[src/sv/rslm_pkg.sv]
`timescale 1ns / 1ps
// ----------------------------------------------------------------------------
// rslm_pkg
// Shared types and constants for the range smoother / LED mapper.
// ----------------------------------------------------------------------------
package rslm_pkg;

  localparam int RANGE_W     = 13;
  localparam int THR_W       = 8;
  localparam int DIV_W       = 8;
  localparam int STATIC_LEDS = 16;
  localparam int POV_STEPS   = 64;
  localparam int SPOS_W      = $clog2(STATIC_LEDS);
  localparam int PPOS_W      = $clog2(POV_STEPS);
  // 9*level + sample fits in 17 bits
  localparam int DVD_W       = RANGE_W + 4;
  localparam int CNT_W       = $clog2(DVD_W);

  // floor(x / 10) = (x * 52429) >> 19, exact for x below 2**18
  localparam int                RECIP_W      = 16;
  localparam logic [RECIP_W-1:0] SMOOTH_RECIP = 16'd52429;
  localparam int                RECIP_SHIFT  = 19;
  localparam int                PROD_W       = DVD_W + RECIP_W;

  localparam int IN_TDATA_W   = 16;
  localparam int IN_TUSER_W   = 3;
  localparam int OUT_TDATA_W  = 40;
  localparam int OUT_TUSER_W  = 1;
  localparam int CFG_IDX_W    = 2;

  // register indexes
  localparam logic [CFG_IDX_W-1:0] REG_JUMP_THR  = 2'd0;
  localparam logic [CFG_IDX_W-1:0] REG_RANGE_LIM = 2'd1;
  localparam logic [CFG_IDX_W-1:0] REG_STAT_DIV  = 2'd2;
  localparam logic [CFG_IDX_W-1:0] REG_POV_DIV   = 2'd3;

  // sound commands
  localparam logic [1:0] SND_NONE = 2'd0;
  localparam logic [1:0] SND_ON   = 2'd1;
  localparam logic [1:0] SND_OFF  = 2'd2;

  typedef struct packed {
    logic [THR_W-1:0]   jump_threshold;
    logic [RANGE_W-1:0] range_limit;
    logic [DIV_W-1:0]   static_divisor;
    logic [DIV_W-1:0]   pov_divisor;
  } rslm_cfg_t;

  typedef struct packed {
    logic             start;
    logic [DVD_W-1:0] dividend;
    logic [DIV_W-1:0] divisor;
  } rslm_div_req_t;

  typedef struct packed {
    logic             busy;
    logic             done;
    logic [DVD_W-1:0] quotient;
  } rslm_div_rsp_t;

endpackage

[src/sv/rslm_cfg.sv]
`timescale 1ns / 1ps
// ----------------------------------------------------------------------------
// rslm_cfg
// Configuration register file, written through an indexed write channel.
// ----------------------------------------------------------------------------
module rslm_cfg (
  input  logic                           clk,
  input  logic                           rst,
  input  logic                           cfg_valid,
  output logic                           cfg_ready,
  input  logic [rslm_pkg::CFG_IDX_W-1:0] cfg_index,
  input  logic [rslm_pkg::RANGE_W-1:0]   cfg_data,
  output rslm_pkg::rslm_cfg_t            cfg
);
  import rslm_pkg::*;

  assign cfg_ready = 1'b1;

  always_ff @(posedge clk) begin
    if (rst) begin
      cfg.jump_threshold <= THR_W'(3);
      cfg.range_limit    <= RANGE_W'(1300);
      cfg.static_divisor <= DIV_W'(20);
      cfg.pov_divisor    <= DIV_W'(10);
    end else if (cfg_valid) begin
      unique case (cfg_index)
        REG_JUMP_THR:  cfg.jump_threshold <= cfg_data[THR_W-1:0];
        REG_RANGE_LIM: cfg.range_limit    <= cfg_data;
        REG_STAT_DIV:  cfg.static_divisor <= cfg_data[DIV_W-1:0];
        REG_POV_DIV:   cfg.pov_divisor    <= cfg_data[DIV_W-1:0];
        default: ;
      endcase
    end
  end

endmodule

[src/sv/rslm_div.sv]
`timescale 1ns / 1ps
// ----------------------------------------------------------------------------
// rslm_div
// Shared restoring divider, one quotient bit per cycle. A zero divisor acts
// as one.
// ----------------------------------------------------------------------------
module rslm_div (
  input  logic                    clk,
  input  logic                    rst,
  input  rslm_pkg::rslm_div_req_t req,
  output rslm_pkg::rslm_div_rsp_t rsp
);
  import rslm_pkg::*;

  logic             busy;
  logic             done;
  logic [CNT_W-1:0] cnt;
  logic [DIV_W-1:0] rem;
  logic [DIV_W-1:0] dsr;
  logic [DVD_W-1:0] quo;
  logic [DIV_W:0]   trial;

  assign trial = {rem, quo[DVD_W-1]};

  always_ff @(posedge clk) begin
    if (rst) begin
      busy <= 1'b0;
      done <= 1'b0;
      cnt  <= '0;
    end else begin
      done <= 1'b0;
      if (req.start) begin
        busy <= 1'b1;
        cnt  <= '0;
      end else if (busy) begin
        cnt <= cnt + CNT_W'(1);
        if (cnt == CNT_W'(DVD_W - 1)) begin
          busy <= 1'b0;
          done <= 1'b1;
        end
      end
    end
  end

  always_ff @(posedge clk) begin
    if (req.start) begin
      rem <= '0;
      quo <= req.dividend;
      dsr <= (req.divisor == '0) ? DIV_W'(1) : req.divisor;
    end else if (busy) begin
      if (trial >= {1'b0, dsr}) begin
        rem <= DIV_W'(trial - {1'b0, dsr});
        quo <= {quo[DVD_W-2:0], 1'b1};
      end else begin
        rem <= trial[DIV_W-1:0];
        quo <= {quo[DVD_W-2:0], 1'b0};
      end
    end
  end

  assign rsp.busy     = busy;
  assign rsp.done     = done;
  assign rsp.quotient = quo;

endmodule

[src/sv/range_smoother_led_mapper_unit.sv]
`timescale 1ns / 1ps
// ----------------------------------------------------------------------------
// range_smoother_led_mapper_unit
// Smooths valid range samples and maps each new level to sound, LED map and
// spinning display index. One shared divider does both LED divisions; the
// smoothing divide by ten is a reciprocal multiply.
// ----------------------------------------------------------------------------
// Sequencing: an invalid sample is taken in idle and dropped; a level that emits nothing
//   returns from ST_CHECK to idle. An emitting level passes ST_CHECK, two passes of the
//   shared divider (ST_STAT, ST_POV) and ST_EMIT; a smoothed sample first passes ST_SMOOTH.
// Throughput: one item at a time; in_tready is low until the item finishes,
//   so an emitting item holds off new input through any wait on out_tready.
// Reset: synchronous; state, level history and configuration registers return to defaults.
module range_smoother_led_mapper_unit (
  input  logic                             clk,
  input  logic                             rst,
  input  logic                             in_tvalid,
  output logic                             in_tready,
  input  logic [rslm_pkg::IN_TDATA_W-1:0]  in_tdata,   // [12:0] range_mm
  input  logic [rslm_pkg::IN_TUSER_W-1:0]  in_tuser,   // [0] range_ok, [1] cap_mode_active,
                                                        // [2] static_mode
  output logic                             out_tvalid,
  input  logic                             out_tready,
  output logic [rslm_pkg::OUT_TDATA_W-1:0] out_tdata,  // [12:0] level_mm, [14:13] sound_cmd,
                                                        // [30:15] static_led_map,
                                                        // [36:31] pov_index
  output logic [rslm_pkg::OUT_TUSER_W-1:0] out_tuser,  // [0] static_map_valid
  input  logic                             cfg_valid,
  output logic                             cfg_ready,
  input  logic [rslm_pkg::CFG_IDX_W-1:0]   cfg_index,
  input  logic [rslm_pkg::RANGE_W-1:0]     cfg_data
);
  import rslm_pkg::*;

  localparam logic [2:0] ST_IDLE   = 3'd0;
  localparam logic [2:0] ST_SMOOTH = 3'd1;
  localparam logic [2:0] ST_CHECK  = 3'd2;
  localparam logic [2:0] ST_STAT   = 3'd3;
  localparam logic [2:0] ST_POV    = 3'd4;
  localparam logic [2:0] ST_EMIT   = 3'd5;

  rslm_cfg_t     cfg;
  rslm_div_req_t div_req;
  rslm_div_rsp_t div_rsp;

  logic [2:0]          state;
  logic [RANGE_W-1:0]  smoothed;
  logic                have_first;
  logic [RANGE_W-1:0]  last_emitted;
  logic                cap, stat;
  logic [RANGE_W-1:0]  level;
  logic [1:0]          sound;
  logic [SPOS_W-1:0]   spos;
  logic [PPOS_W-1:0]   ppos;
  logic                div_start;
  logic [DVD_W-1:0]    div_dividend;
  logic [DIV_W-1:0]    div_divisor;

  logic [RANGE_W-1:0]  sample;
  logic [RANGE_W-1:0]  diff;
  logic                replace;
  logic [DVD_W-1:0]    blend;
  logic [PROD_W-1:0]   smooth_prod;
  logic                over;
  logic [RANGE_W-1:0]  clamped;
  logic [STATIC_LEDS-1:0] led_map;

  rslm_cfg u_cfg (
    .clk       (clk),
    .rst       (rst),
    .cfg_valid (cfg_valid),
    .cfg_ready (cfg_ready),
    .cfg_index (cfg_index),
    .cfg_data  (cfg_data),
    .cfg       (cfg)
  );

  rslm_div u_div (
    .clk (clk),
    .rst (rst),
    .req (div_req),
    .rsp (div_rsp)
  );

  assign div_req = {div_start, div_dividend, div_divisor};

  assign sample  = in_tdata[RANGE_W-1:0];
  assign diff    = (smoothed > sample) ? smoothed - sample : sample - smoothed;
  assign replace = !have_first || (diff > {{(RANGE_W-THR_W){1'b0}}, cfg.jump_threshold});
  // 9*level + sample without a multiplier
  assign blend   = {smoothed, 3'b000} + {4'b0000, smoothed} + {4'b0000, sample};
  // registered blend times the reciprocal of ten
  assign smooth_prod = PROD_W'(div_dividend) * PROD_W'(SMOOTH_RECIP);
  assign over    = smoothed > cfg.range_limit;
  assign clamped = over ? cfg.range_limit : smoothed;
  assign led_map = STATIC_LEDS'(1) << spos;

  assign in_tready = (state == ST_IDLE);

  always_ff @(posedge clk) begin
    if (rst) begin
      state         <= ST_IDLE;
      smoothed      <= '0;
      have_first    <= 1'b0;
      last_emitted  <= '0;
      out_tvalid    <= 1'b0;
      div_start     <= 1'b0;
    end else begin
      div_start <= (state == ST_CHECK && smoothed != last_emitted) ||
                   (state == ST_STAT && div_rsp.done);
      if (state == ST_EMIT && (!out_tvalid || out_tready)) begin
        out_tvalid <= 1'b1;
      end else if (out_tready) begin
        out_tvalid <= 1'b0;
      end
      unique case (state)
        ST_IDLE: begin
          if (in_tvalid && in_tuser[0]) begin
            have_first <= 1'b1;
            if (replace) begin
              smoothed <= sample;
              state    <= ST_CHECK;
            end else begin
              state    <= ST_SMOOTH;
            end
          end
        end
        ST_SMOOTH: begin
          smoothed <= smooth_prod[RECIP_SHIFT +: RANGE_W];
          state    <= ST_CHECK;
        end
        ST_CHECK: begin
          if (smoothed == last_emitted) begin
            state <= ST_IDLE;
          end else begin
            last_emitted <= clamped;
            state        <= ST_STAT;
          end
        end
        ST_STAT: begin
          if (div_rsp.done) begin
            state <= ST_POV;
          end
        end
        ST_POV: begin
          if (div_rsp.done) begin
            state <= ST_EMIT;
          end
        end
        ST_EMIT: begin
          if (!out_tvalid || out_tready) begin
            state <= ST_IDLE;
          end
        end
        default: state <= ST_IDLE;
      endcase
    end
  end

  // payload side of the sequencer
  always_ff @(posedge clk) begin
    if (state == ST_IDLE && in_tvalid) begin
      cap  <= in_tuser[1];
      stat <= in_tuser[2];
    end
    if (state == ST_IDLE) begin
      div_dividend <= blend;
    end
    if (state == ST_CHECK) begin
      level        <= clamped;
      sound        <= over ? (cap ? SND_NONE : SND_OFF) : SND_ON;
      div_dividend <= {{(DVD_W-RANGE_W){1'b0}}, clamped};
      div_divisor  <= cfg.static_divisor;
    end
    if (state == ST_STAT && div_rsp.done) begin
      spos        <= SPOS_W'(div_rsp.quotient % DVD_W'(STATIC_LEDS));
      div_divisor <= cfg.pov_divisor;
    end
    if (state == ST_POV && div_rsp.done) begin
      ppos <= PPOS_W'(div_rsp.quotient % DVD_W'(POV_STEPS));
    end
    if (state == ST_EMIT && (!out_tvalid || out_tready)) begin
      out_tdata[12:0]  <= level;
      out_tdata[14:13] <= sound;
      out_tdata[30:15] <= stat ? led_map : '0;
      out_tdata[36:31] <= ppos;
      out_tdata[39:37] <= '0;
      out_tuser[0]     <= stat;
    end
  end

`ifndef SYNTHESIS
  a_div_owner: assert property (@(posedge clk) disable iff (rst)
    div_rsp.done |-> (state == ST_STAT || state == ST_POV))
    else $error("divider result with no consumer");

  a_map_onehot: assert property (@(posedge clk) disable iff (rst)
    out_tvalid |-> $onehot0(out_tdata[30:15]))
    else $error("static LED map not one-hot");

  a_sound_code: assert property (@(posedge clk) disable iff (rst)
    out_tvalid |-> (out_tdata[14:13] != 2'd3))
    else $error("bad sound command");

  a_emit_loads: assert property (@(posedge clk) disable iff (rst)
    (state == ST_EMIT && (!out_tvalid || out_tready)) |=> (out_tvalid && in_tready))
    else $error("result beat not loaded");
`endif

endmodule

[config.mk]
export PLATFORM = sky130hd
export DESIGN_NAME = range_smoother_led_mapper_unit
export DESIGN_NICKNAME = d
export VERILOG_FILES = /design/src/sv/rslm_pkg.sv /design/src/sv/rslm_cfg.sv /design/src/sv/rslm_div.sv /design/src/sv/range_smoother_led_mapper_unit.sv
export SDC_FILE = /design/constraint.sdc
export NUM_CORES = 1
export LEC_CHECK = 0
export BUFFER_PORTS_ARGS = -buffer_cell sky130_fd_sc_hd__buf_4
export CORE_MARGIN = 4
export CORE_UTILIZATION = 55
export DETAILED_ROUTE_END_ITERATION = 10
export PLACE_DENSITY = 0.75
export SLEW_MARGIN = 0
export SYNTH_ARGS = -nofsm -noshare
export SYNTH_HDL_FRONTEND = slang
export SYNTH_SLANG_ARGS = --single-unit
[constraint.sdc]
create_clock -name clk -period 5.5 [get_ports clk]
set_input_delay 0.275 -clock clk [delete_from_list [all_inputs] [get_ports clk]]
set_output_delay 0.275 -clock clk [all_outputs]
set_load 0.005 [all_outputs]
==> Word-level counts from Yosys, hierarchy flattened <==
Cells that the tools add are included.
Widths: inputs -> output; s select.
{ "word_totals": {"out_inout_bits": 44, "ff_bits": 199, "elab_cells": 114} }
{ "op_classes": {"n_addsub": 6, "n_reduce_logical": 29, "bitwise_logic": 2, "shifts": 1, "n_eq_ne": 16, "muxes": 27, "order_cmp": 4, "n_mul": 1} }
{ "ops": {"columns": ["cell", "count"], "rows": [
  ["$mux 13", 6],
  ["$mux 17", 2],
  ["$mul 17x16->32 const B", 1],
  ["$gt 13x13->1", 2],
  ["$pmux 13 s2", 1],
  ["$sub 13x13->13", 2],
  ["$mux 8", 3],
  ["$pmux 3 s6", 1],
  ["$add 16x13->17", 1],
  ["$add 17x13->17", 1],
  ["$shl 1x4->16 const A", 1],
  ["$eq 13x13->1", 1],
  ["$gt 13x8->1", 1],
  ["$ne 13x13->1", 1],
  ["$mux 3", 4],
  ["$reduce_and 2->1", 6],
  ["$ne 2x1->1 const B", 5],
  ["$reduce_bool 2->1", 5],
  ["$ge 9x8->1", 1],
  ["$logic_not 8->1", 1],
  ["$sub 8x8->8", 1],
  ["$mux 1", 7],
  ["$eq 3x2->1 const B", 2],
  ["$eq 3x3->1 const B", 2],
  ["other kinds (16)", 28]
]} }

==> Depth between registers and ports, before layout <==
Gate-level depths: netlist (run 1).
{ "logic_depth": {"word_depth": 7, "mapped_depth": 23, "depth_no_buf": 22} }

==> By module <==
A second synthesis (run 1) with hierarchy kept.
{ "hier_totals": {"hier_cells": 1515, "hier_area_um2": 15558.7} }
{ "by_module_without_submodules": {"columns": ["module", "n_inst", "cells_per_inst", "seq_area_each_um2", "area_each_um2"], "rows": [
  ["range_smoother_led_mapper_unit", 1, 1178, 3303.2, 11940.2],
  ["rslm_div", 1, 190, 1051.0, 2089.5],
  ["rslm_cfg", 1, 147, 740.7, 1529.0]
]} }

==> Least setup slack after synthesis (run 1) <==
No wires, ideal clock.
{ "synth_timing": {"kind": "reg-to-reg", "from": "reg div_dividend[7]", "to": "reg smoothed[11]", "path_buffers": 0, "synth_period_minus_slack_ps": 5786, "setup_slack_ps": -286, "t_required_ps": 5373, "stages_incl_launch_ff": 21, "arrival_ps": 5659, "cell_sequence": "edfxtp_1 -> ha_1 -> inv_1 -> fa_1 -> inv_1 -> fa_1 -> fa_1 -> inv_1 -> fa_1 -> fa_1 -> inv_1 -> ha_1 -> a21oi_1 -> o21ai_0 -> a2111o_1 -> a32o_1 -> o21ai_0 -> a31oi_1 -> or3_1 -> a21oi_1 -> a211oi_1"} }
{ "synth_between": {"elab_chain_cells": 2} }
{ "synth_lines": {"columns": ["element", "line", "text"], "rows": [
  ["from (decl)", "range_smoother_led_mapper_unit.sv:56", "logic [DVD_W-1:0] div_dividend;"],
  ["from (signal assigned)", "range_smoother_led_mapper_unit.sv:167", "div_dividend <= blend;"],
  ["from (signal assigned)", "range_smoother_led_mapper_unit.sv:172", "div_dividend <= {{(DVD_W-RANGE_W){1'b0}}, clamped};"],
  ["$mul 17x16->32", "range_smoother_led_mapper_unit.sv:93", "assign smooth_prod = PROD_W'(div_dividend) * PROD_W'(SMOOTH_RECIP);"],
  ["$pmux 13 s2", "range_smoother_led_mapper_unit.sv:116", "unique case (state)"],
  ["to (signal assigned)", "range_smoother_led_mapper_unit.sv:121", "smoothed <= sample;"],
  ["to (signal assigned)", "range_smoother_led_mapper_unit.sv:129", "smoothed <= smooth_prod[RECIP_SHIFT +: RANGE_W];"],
  ["to (decl)", "range_smoother_led_mapper_unit.sv:47", "logic [RANGE_W-1:0] smoothed;"]
]} }
Every way passes these cells.
A chain may end at the register's enable or synchronous reset.

==> Worst setup path after layout (run 1) <==
{ "layout_timing": {"from": "reg div_dividend[12]", "to": "reg smoothed[11]"} }
The elaborated chain is that of the path after synthesis.

==> results of run 1 <==
==> area by class of cell <==
cell class | count | area, um^2 | area share (%)
tap | 378 | 473 | 2.60
clock buffer | 19 | 454 | 2.50
multi-input combinational | 1078 | 9560 | 52.6
timing repair buffer | 188 | 1430 | 7.89
inverter | 272 | 1020 | 5.62
clock inverter | 13 | 134 | 0.737
sequential | 199 | 5090 | 28.0
==> critical path, delay by kind of cell, from the launching register on <==
family,cells,cell delay (ps)
adder cells (fa/ha/maj),7,3030
AO/OA/AOI/OAI,7,1050
AND/OR/NAND/NOR,2,490
flip-flops,1,470
buffers and inverters,5,360
==> registers in the layout, indices dropped and copies added, names as in the netlist <==
register      cells
out_tdata        37
u_cfg.cfg        37
div_dividend     17
u_div.quo        17
last_emitted     13
level            13
smoothed         13
div_divisor       8
u_div.dsr         8
u_div.rem         8
ppos              6
u_div.cnt         5
spos              4
state             3
sound             2
cap               1
div_start         1
have_first        1
out_tuser         1
out_tvalid        1
stat              1
u_div.busy        1
u_div.done        1
==> metrics by stage <==
stage	util, %	hold slack [ps]	worst slack, ps	cells	setup TNS, ps
global placement	61.6	403	-186	2100	-1310
finish	65.2	21.0	-20.1	2147	-38.5
floorplan	-	374	3.38	1602	0
CTS	64.7	11.8	-24.1	2146	-24.1
detailed placement	61.6	405	-329	2100	-2450
global route	65.2	6.29	-187	2147	-1380
==> metal layers <==
metal	GRT usage (%)	vias to the layer above	routed length, um
met1	35.0	5819	17000
met2	42.7	382	19100
met5	0	-	0
met4	7.24	0	1060
met3	3.92	72	2410
li1	-	5752	-
==> synthesized netlist by cell type (5+ instances only) <==
| cell type | instances |
|---|---|
| and3_1 | 5 |
| a21oi_1 | 100 |
| a311oi_1 | 7 |
| dfxtp_1 | 88 |
| clkbuf_1 | 40 |
| a21o_1 | 18 |
| ha_1 | 202 |
| nand4_1 | 14 |
| nor3_1 | 30 |
| nor2_1 | 93 |
| nand2_1 | 145 |
| a31oi_1 | 11 |
| inv_1 | 269 |
| nand3_1 | 26 |
| mux2i_1 | 26 |
| o21a_1 | 12 |
| o21bai_1 | 5 |
| edfxtp_1 | 111 |
| nand2b_1 | 14 |
| o21ai_0 | 54 |
| buf_4 | 5 |
| mux2_2 | 18 |
| o211ai_1 | 13 |
| xnor2_1 | 30 |
| and2_1 | 5 |
| buf_2 | 5 |
| a2111oi_0 | 5 |
| fa_1 | 101 |
| nor4_1 | 9 |
| a211oi_1 | 22 |
| nor2b_1 | 9 |
| xor2_1 | 22 |
| or2_2 | 5 |
==> timing repair <==
item                                    in CTS  in global routing
endpoints found under the setup margin      13                 14
resized for setup                           36                 38
pin swaps                                   42                 26
cloned                                       0                  0
setup buffers                               14                  1
==> how the worst max path moves through the flow <==
stage / from / end / slack, ps / cells after the start
2_1_floorplan: div_dividend[7] / smoothed[11] / 3 / 20
3_3_place_gp: div_dividend[7] / smoothed[5] / -190 / 19
3_5_place_dp: div_dividend[7] / smoothed[9] / -330 / 20
4_1_cts: div_dividend[6] / smoothed[11] / -20 / 21
5_1_grt: div_dividend[0] / smoothed[5] / -190 / 18
6_report: div_dividend[12] / smoothed[11] / -20 / 21
==> logic make-up (layout without fill, tap and decap cells) <==
family,Yosys count,count (layout),synth area share (%)
simple gates,374,374,10.9
buf+inv,325,492,8.06
fa+ha+maj,303,303,29.3
compound gates,298,298,12.7
flops,199,199,32.8
xor+xnor,52,52,2.93
mux,47,47,3.26
other cells,2,4,0.0483
==> flow_summary_export.csv, run 1 <==
group,metric,value,unit
routing,drt-pass1-iter-count,5,
synthesis,dominantRegCellSynth,"edfxtp_1",
timing,timing.final.ws_setup,-20.1,ps
critical_path,crit_chain,"ha_1 > ha_1 > inv_1 > fa_1 > inv_1 > fa_1 > fa_1 > inv_1 > fa_1 > inv_1 > ha_1 > a21oi_1 > o21ai_0 > buf_4 > and2_1 > a32o_2 > o21ai_2 > a31oi_2 > or3_1 > a21oi_2 > a211oi_1",
synthesis,syn_area_per_cell,9.71,um^2
hold_path,holdCritStartpoint,"in_tuser[1]",
die,die_w,176,um
grt,grt_usage,25.6,%
timing,setup_viol,2,
clock_network,cts.path.max_buffers,2,
critical_path,cp-start-kind,"flip-flop",
synthesis,netlist_instances,1600,
timing,max_freq,181,MHz
synthesis,yosys-top-cells-area,"edfxtp_1 21%, ha_1 16%, fa_1 13%",
clock_network,root_buffer,"clkbuf_16",
critical_path,worstRegToRegCells,21,
critical_path,rr_startpoint,"div_dividend[12]",
grt,grt_max_degree,55,
clock_network,clock_sinks,199,
placement,routabilityCongestion,0.961,
critical_path,arrival,5840,ps
layout,mostFrequentLayoutCells,"261 x inv_1, 186 x ha_1, 182 x buf_4",
layout,drive_above_1_share,17.9,%
layout,num_antenna_cells,0,
clock_network,cts_made_buffers,17,
synthesis,netlist-cell-type-count,72,
clock_network,htree_levels,4,
routing,first_iter_violations,867,
timing,hold_violations,0,
placement,dpl.hpwl,31.2,mm
clock_network,path_clk_slew,80,ps
run_status,violations,"setup timing",
routing,drt-total-wl,39.5,mm
routing,vias,12000,
synthesis,yosys.area.top_type,"edfxtp_1",
die,fp-row-count,61,
critical_path,timing.rr.end,"smoothed[11]",
grt,grt_pass1_vias,12000,
synthesis,yosys.area.top_type_share,21.5,%
hold_path,min_path_cells,1,
die,die_h,176,um
layout,area_growth,17.0,%
synthesis,ys_warn_count,0,
placement,port_buffers,75,
layout,nets,2098,
layout,postLayoutCellArea,0.0182,mm^2
timing,max-slew-margin-rel,23.7,%
critical_path,endpoint_kind,"flip-flop",
timing,final_max_slew_viol_count,0,
timing,period_needed,5520,ps
timing,grt_setup_unrepaired,"true",
die,pin_count,83,
routing,drc_errors,0,
hold_path,min_to,"cap",
critical_path,cp_max_fo,4,
critical_path,cpPeakStageDelay,540,ps
die,die_area,0.0310,mm^2
run,maxCapViolCount,0,
timing,period_share,100,%
grt,grt_pass1_wl,62.9,mm
die,start_util,55.8,%
hold_path,hold_class,"in2reg",
grt,grt_overflow,0,
run_status,status,"finished, violations left",
placement,post_dp_cell_area,0.0172,mm^2
die,coreArea,0.0279,mm^2
synthesis,synthArstFlopShare,0,%
timing,worst_pin_slew,1140,ps
routing,final_antenna_net_count,0,
clock_network,hold_buffers,0,
clock_network,cts_tree,"built",
layout,mostFrequentLayoutCell,"inv_1",
critical_path,critical_path_class,"reg2reg",
synthesis,ys_seq_area_share,32.8,%
routing,routed_via_density,5.60,
critical_path,critPathSlowestCell,"fa_1",
synthesis,synth_edf_count,111,
layout,nFillCells,2192,
critical_path,r2r_slack,-20,ps
synthesis,netlist_area,0.0155,mm^2
grt,antenna_found_initial,0,
timing,clock_skew,19.4,ps
critical_path,required,5820,ps
clock_network,clk-insertion-delay-late,450,ps
synthesis,synth_seq_cells,199,
routing,wire_per_inst,18.4,um
Power of run 1 is left out: the tool's default activity adds up to more than one toggle a clock period on the data nets, which glitch-free logic cannot reach.
==> inputs of run 2 (changes only) <==
--- a/config.mk
+++ b/config.mk
@@ -5,6 +5,7 @@
 export SDC_FILE = /design/constraint.sdc
 export NUM_CORES = 1
 export LEC_CHECK = 0
+export ABC_AREA = 1
 export BUFFER_PORTS_ARGS = -buffer_cell sky130_fd_sc_hd__buf_4
 export CORE_MARGIN = 4
 export CORE_UTILIZATION = 55
==> flow_summary_export.csv, run 2 <==
group,metric,value,unit
layout,nets,2408,
synthesis,synth_edf_count,111,
routing,drt-pass1-iter-count,5,
synthesis,netlist_instances,1962,
grt,grt_max_degree,40,
timing,clock_skew,17.3,ps
timing,period_needed,5350,ps
die,fp-row-count,62,
synthesis,synth_most_common_cell,"nand2_1",
routing,routed_via_density,5.36,
timing,hold_violations,0,
routing,wire_per_inst,17.2,um
clock_network,path_clk_slew,80,ps
synthesis,synthArstFlopShare,0,%
layout,drive_above_1_share,11.0,%
timing,period_share,97.3,%
synthesis,yosys-top-cells-area,"edfxtp_1 21%, ha_1 16%, fa_1 12%",
run_status,status,"finished, final reports clean",
die,start_util,56.1,%
synthesis,netlist_area,0.0162,mm^2
synthesis,netlist-cell-type-count,53,
synthesis,synth_seq_cells,199,
routing,first_iter_violations,1223,
run,maxCapViolCount,0,
clock_network,hold_buffers,0,
timing,whs,16.2,ps
critical_path,crit_buf_inv,6,
timing,grt_setup_unrepaired,"true",
synthesis,yosys.area.top_type_share,20.5,%
synthesis,ys_seq_area_share,31.4,%
critical_path,cp-start-kind,"flip-flop",
hold_path,hold_class,"in2reg",
die,die_h,180,um
routing,drc_errors,0,
grt,grt_pass1_vias,12800,
synthesis,syn_area_per_cell,8.28,um^2
critical_path,cp_max_fo,5,
layout,reg_top3,"out_tdata: 37 flops, u_cfg.cfg: 37 flops",
critical_path,arrival,5670,ps
critical_path,crit_chain,"buf_4 > ha_4 > fa_1 > inv_1 > fa_1 > fa_1 > inv_1 > fa_1 > inv_1 > fa_1 > inv_1 > ha_2 > nand2_1 > nor2_1 > inv_1 > nor2_2 > nand4_1 > nand3_1 > nand2_1 > nand3_1 > o21ai_0 > nand2_1 > a21oi_1",
layout,area_growth,12.4,%
clock_network,cts.path.max_buffers,2,
synthesis,dominantRegCellSynth,"edfxtp_1",
layout,mostFrequentLayoutCell,"inv_1",
layout,num_antenna_cells,0,
clock_network,clock_sinks,199,
placement,dpl.hpwl,34.3,mm
routing,vias,13200,
timing,max-slew-margin-rel,24.2,%
routing,final_antenna_net_count,0,
clock_network,htree_levels,4,
clock_network,cts_made_buffers,17,
clock_network,cts_tree,"built",
grt,antenna_found_initial,0,
timing,max_freq,187,MHz
die,die_w,180,um
die,pin_count,83,
grt,grt_overflow,0,
timing,setup_viol,0,
routing,drt-total-wl,42.3,mm
placement,port_buffers,75,
critical_path,cp_top_family,"adder cells",
grt,grt_pass1_wl,67.6,mm
die,coreArea,0.0289,mm^2
synthesis,ys_warn_count,0,
timing,worst_pin_slew,1140,ps
die,die_area,0.0323,mm^2
clock_network,clk-insertion-delay-late,450,ps
grt,grt_usage,25.8,%
synthesis,yosys.area.top_type,"edfxtp_1",
timing,final_max_slew_viol_count,0,
clock_network,root_buffer,"clkbuf_16",
layout,nFillCells,2476,
critical_path,cpPeakStageDelay,570,ps
critical_path,critical_path_class,"reg2reg",
timing,setup_tns,0,ps
critical_path,endpoint_kind,"flip-flop",
synthesis,synth_commonest_cells,"395 x nand2_1, 393 x inv_1, 202 x ha_1, 122 x nor2_1, 114 x a21oi_1",
placement,routabilityCongestion,0.945,
critical_path,critPathSlowestCell,"fa_1",
layout,postLayoutCellArea,0.0183,mm^2
critical_path,required,5820,ps
placement,post_dp_cell_area,0.0174,mm^2
layout,mostFrequentLayoutCells,"393 x inv_1, 392 x nand2_1, 192 x ha_1",
## run 2: cell count changes in the layout (fill, tap and decap cells not counted), moves of 18 or more
| cell | before | now |
|---|---|---|
| nand3_1 | 25 | 87 |
| mux2i_1 | 24 | 2 |
| xnor2_1 | 29 | 11 |
| nor2_1 | 91 | 116 |
| inv_1 | 261 | 393 |
| o21ai_0 | 44 | 106 |
| nand2_1 | 143 | 392 |
| a211oi_1 | 21 | 2 |
| mux2_2 | 18 | 0 |
| buf_4 | 182 | 124 |
## run 2: area by class of cell
| type | instances | area, um^2 | share of cell area, % |
|---|---|---|---|
| well taps | 384 | 480 | 2.63 |
| repair buffers | 124 | 931 | 5.10 |
| clock buffers | 18 | 429 | 2.35 |
| clock inverters | 14 | 151 | 0.829 |
| flip-flops and latches | 199 | 5090 | 27.9 |
| inverters | 402 | 1510 | 8.26 |
| multi-input cells | 1322 | 9670 | 52.9 |
## run 2: metal layers
layer | vias to the layer above | track usage [%] | wire length, um
met2 | 440 | 41.9 | 19600
met5 | - | 0 | 0
li1 | 6511 | - | -
met1 | 6205 | 37.1 | 19300
met3 | 46 | 4.08 | 2730
met4 | 0 | 4.97 | 664
## run 2: logic make-up (layout without fill, tap and decap cells)
family	Yosys count	in the layout	synth area share, %
and+or+nand+nor	684	684	17.9
buffers and inverters	443	558	10.5
adders and majority gates	303	303	28.0
AOI/OAI and AO/OA	292	292	10.1
DFF	199	199	31.4
xor gates and xnor gates	37	37	2.00
other	2	4	0.0462
muxes	2	2	0.123
## run 2: per-stage QoR
step           setup slack (ps)  util [%]  cells
2_1_floorplan               430         -   1964
3_3_place_gp                114      60.1   2419
3_5_place_dp               67.7      60.1   2419
4_1_cts                    24.8      62.1   2451
5_1_grt                   -69.0      63.1   2463
6_report                    150      63.1   2463
## run 2: timing repair
action | CTS | global route
hold endpoints to repair | 0 | 0
setup endpoints to repair | 0 | 13
setup buffers | 0 | 12
gates resized for setup | 0 | 35
## run 2: worst paths after layout
check / from / slack, ps / to / cells after the start
setup / recovery: div_dividend[9] / 150 / smoothed[5] / 23
hold reg to reg: level[4] / 420 / out_tdata[4] / 0
setup reg to reg: div_dividend[9] / 150 / smoothed[5] / 23
hold / removal: in_tuser[1] / 20 / cap / 1
Power of run 2 is left out for the same reason.
==> inputs of run 3 (changes only) <==
--- a/config.mk
+++ b/config.mk
@@ -9,6 +9,7 @@
 export BUFFER_PORTS_ARGS = -buffer_cell sky130_fd_sc_hd__buf_4
 export CORE_MARGIN = 4
 export CORE_UTILIZATION = 55
+export CTS_BUF_LIST = sky130_fd_sc_hd__clkbuf_8
 export DETAILED_ROUTE_END_ITERATION = 10
 export PLACE_DENSITY = 0.75
 export SLEW_MARGIN = 0
==> constraint.sdc (replaced) <==
create_clock -name clk -period 5.5 [get_ports clk]
set_input_delay 0.55 -clock clk [delete_from_list [all_inputs] [get_ports clk]]
set_output_delay 0.55 -clock clk [all_outputs]
set_load 0.005 [all_outputs]
==> flow_summary_export.csv, run 3 (synthesized netlist as in run 2, its figures left out) <==
group,metric,value,unit
critical_path,endpoint_kind,"flip-flop",
die,die_area,0.0323,mm^2
grt,antenna_found_initial,0,
grt,grt_max_degree,40,
timing,setup_viol,0,
layout,final_core_util,62.8,%
critical_path,cp-start-kind,"flip-flop",
placement,post_dp_cell_area,0.0175,mm^2
placement,routabilityCongestion,0.944,
grt,grt_overflow,0,
routing,routed_via_density,5.41,
run_status,status,"finished, final reports clean",
timing,clock_skew,18.7,ps
clock_network,clock_sinks,199,
layout,drive_above_1_share,11.2,%
layout,nets,2411,
hold_path,min_path_cells,1,
critical_path,rr_startpoint,"div_dividend[8]",
clock_network,cts_tree,"built",
critical_path,timing.rr.end,"smoothed[3]",
critical_path,worstRegToRegCells,20,
hold_path,hold_class,"in2reg",
critical_path,critical_path_class,"reg2reg",
clock_network,path_clk_slew,110,ps
critical_path,arrival,5720,ps
placement,dpl.hpwl,34.3,mm
layout,area_growth,11.9,%
timing,worst_pin_slew,1110,ps
critical_path,required,5900,ps
timing,timing.final.ws_setup,174,ps
run,maxCapViolCount,0,
clock_network,cts_made_buffers,17,
placement,port_buffers,75,
die,fp-row-count,62,
die,pin_count,83,
layout,num_antenna_cells,0,
timing,hold_violations,0,
clock_network,root_buffer,"clkbuf_8",
routing,drt-pass1-iter-count,5,
timing,max_freq,188,MHz
layout,mostFrequentLayoutCells,"394 x inv_1, 393 x nand2_1, 190 x ha_1",
hold_path,holdCritStartpoint,"in_tuser[2]",
layout,mostFrequentLayoutCell,"inv_1",
clock_network,cts.path.max_buffers,2,
routing,drc_errors,0,
grt,grt_pass1_vias,12900,
timing,period_needed,5330,ps
die,start_util,56.1,%
routing,wire_per_inst,17.1,um
clock_network,hold_buffers,0,
layout,reg_top3,"out_tdata: 37 flops, u_cfg.cfg: 37 flops",
timing,final_max_slew_viol_count,0,
critical_path,cp_max_fo,4,
hold_path,min_to,"stat",
grt,grt_usage,25.6,%
clock_network,htree_levels,4,
layout,nFillCells,2408,
die,die_w,180,um
clock_network,clk-insertion-delay-late,470,ps
routing,vias,13400,
critical_path,r2r_slack,170,ps
layout,postLayoutCellArea,0.0182,mm^2
die,coreArea,0.0289,mm^2
timing,period_share,96.8,%
placement,place_ws,3.44,ps
die,die_h,180,um
timing,max-slew-margin-rel,25.7,%
routing,drt-total-wl,42.2,mm
routing,first_iter_violations,1314,
grt,grt_pass1_wl,67.2,mm
routing,final_antenna_net_count,0,
-- run 3: changes by cell type in the layout (fill, tap and decap cells not counted), moves of 2 or more --
cell,previous run,this run
clkinvlp_4,3,0
inv_6,5,3
clkinv_2,0,2
bufinv_16,0,2
clkbuf_16,17,0
inv_8,1,3
ha_1,192,190
ha_4,9,12
buf_4,124,127
clkbuf_8,0,17
-- run 3: stage by stage --
step | hold slack [ps] | TNS, ps | instances
2_1_floorplan | 400 | 0 | 1964
3_3_place_gp | 403 | 0 | 2427
3_5_place_dp | 405 | 0 | 2427
4_1_cts | 244 | 0 | 2460
5_1_grt | 222 | -246 | 2466
6_report | 265 | 0 | 2466
-- run 3: worst max-delay path by stage --
stage	from	end	slack (ps)	cells past startpoint
CTS	div_dividend[6]	smoothed[1]	7	22
floorplan	div_dividend[9]	smoothed[4]	430	21
finish	div_dividend[8]	smoothed[3]	170	20
global route	div_dividend[8]	smoothed[4]	-70	21
global placement	div_dividend[7]	smoothed[1]	110	22
detailed placement	div_dividend[7]	smoothed[1]	3	22
-- run 3: layout make-up --
| type | count | area, um^2 | share of cell area [%] |
|---|---|---|---|
| clock inverter | 15 | 186 | 1.03 |
| tap | 384 | 480 | 2.64 |
| sequential | 199 | 5090 | 28.0 |
| timing repair buffer | 127 | 953 | 5.25 |
| inverter | 402 | 1510 | 8.30 |
| clock buffer | 17 | 234 | 1.29 |
| multi-input combinational | 1322 | 9720 | 53.5 |
-- run 3: critical path: stages (launching register included) --
cell	delay, ps
edfxtp_1	550
ha_4	340
inv_1	60
fa_1	550
inv_1	50
fa_2	460
fa_1	550
inv_1	60
fa_1	500
fa_1	560
inv_1	70
ha_4	290
nand2_1	100
nor2_2	150
inv_1	90
o21bai_1	220
a21oi_2	80
or2_2	290
nand3_1	100
nand3_1	80
nor2_1	110
-- run 3: repair_timing --
| item | CTS | global route |
|---|---|---|
| setup endpoints to repair | 1 | 12 |
| pin swaps | 0 | 15 |
| resized for setup | 0 | 39 |
| setup buffers | 1 | 6 |
-- run 3: layer usage --
layer / track usage, % / vias to the layer above / part of all wire [%]
met2: 41.2 / 494 / 46
met5: 0 / - / 0
li1: - / 6528 / -
met3: 4.89 / 68 / 7.4
met4: 6.25 / 0 / 2.3
met1: 36.0 / 6262 / 44
Power of run 3 is left out for the same reason.
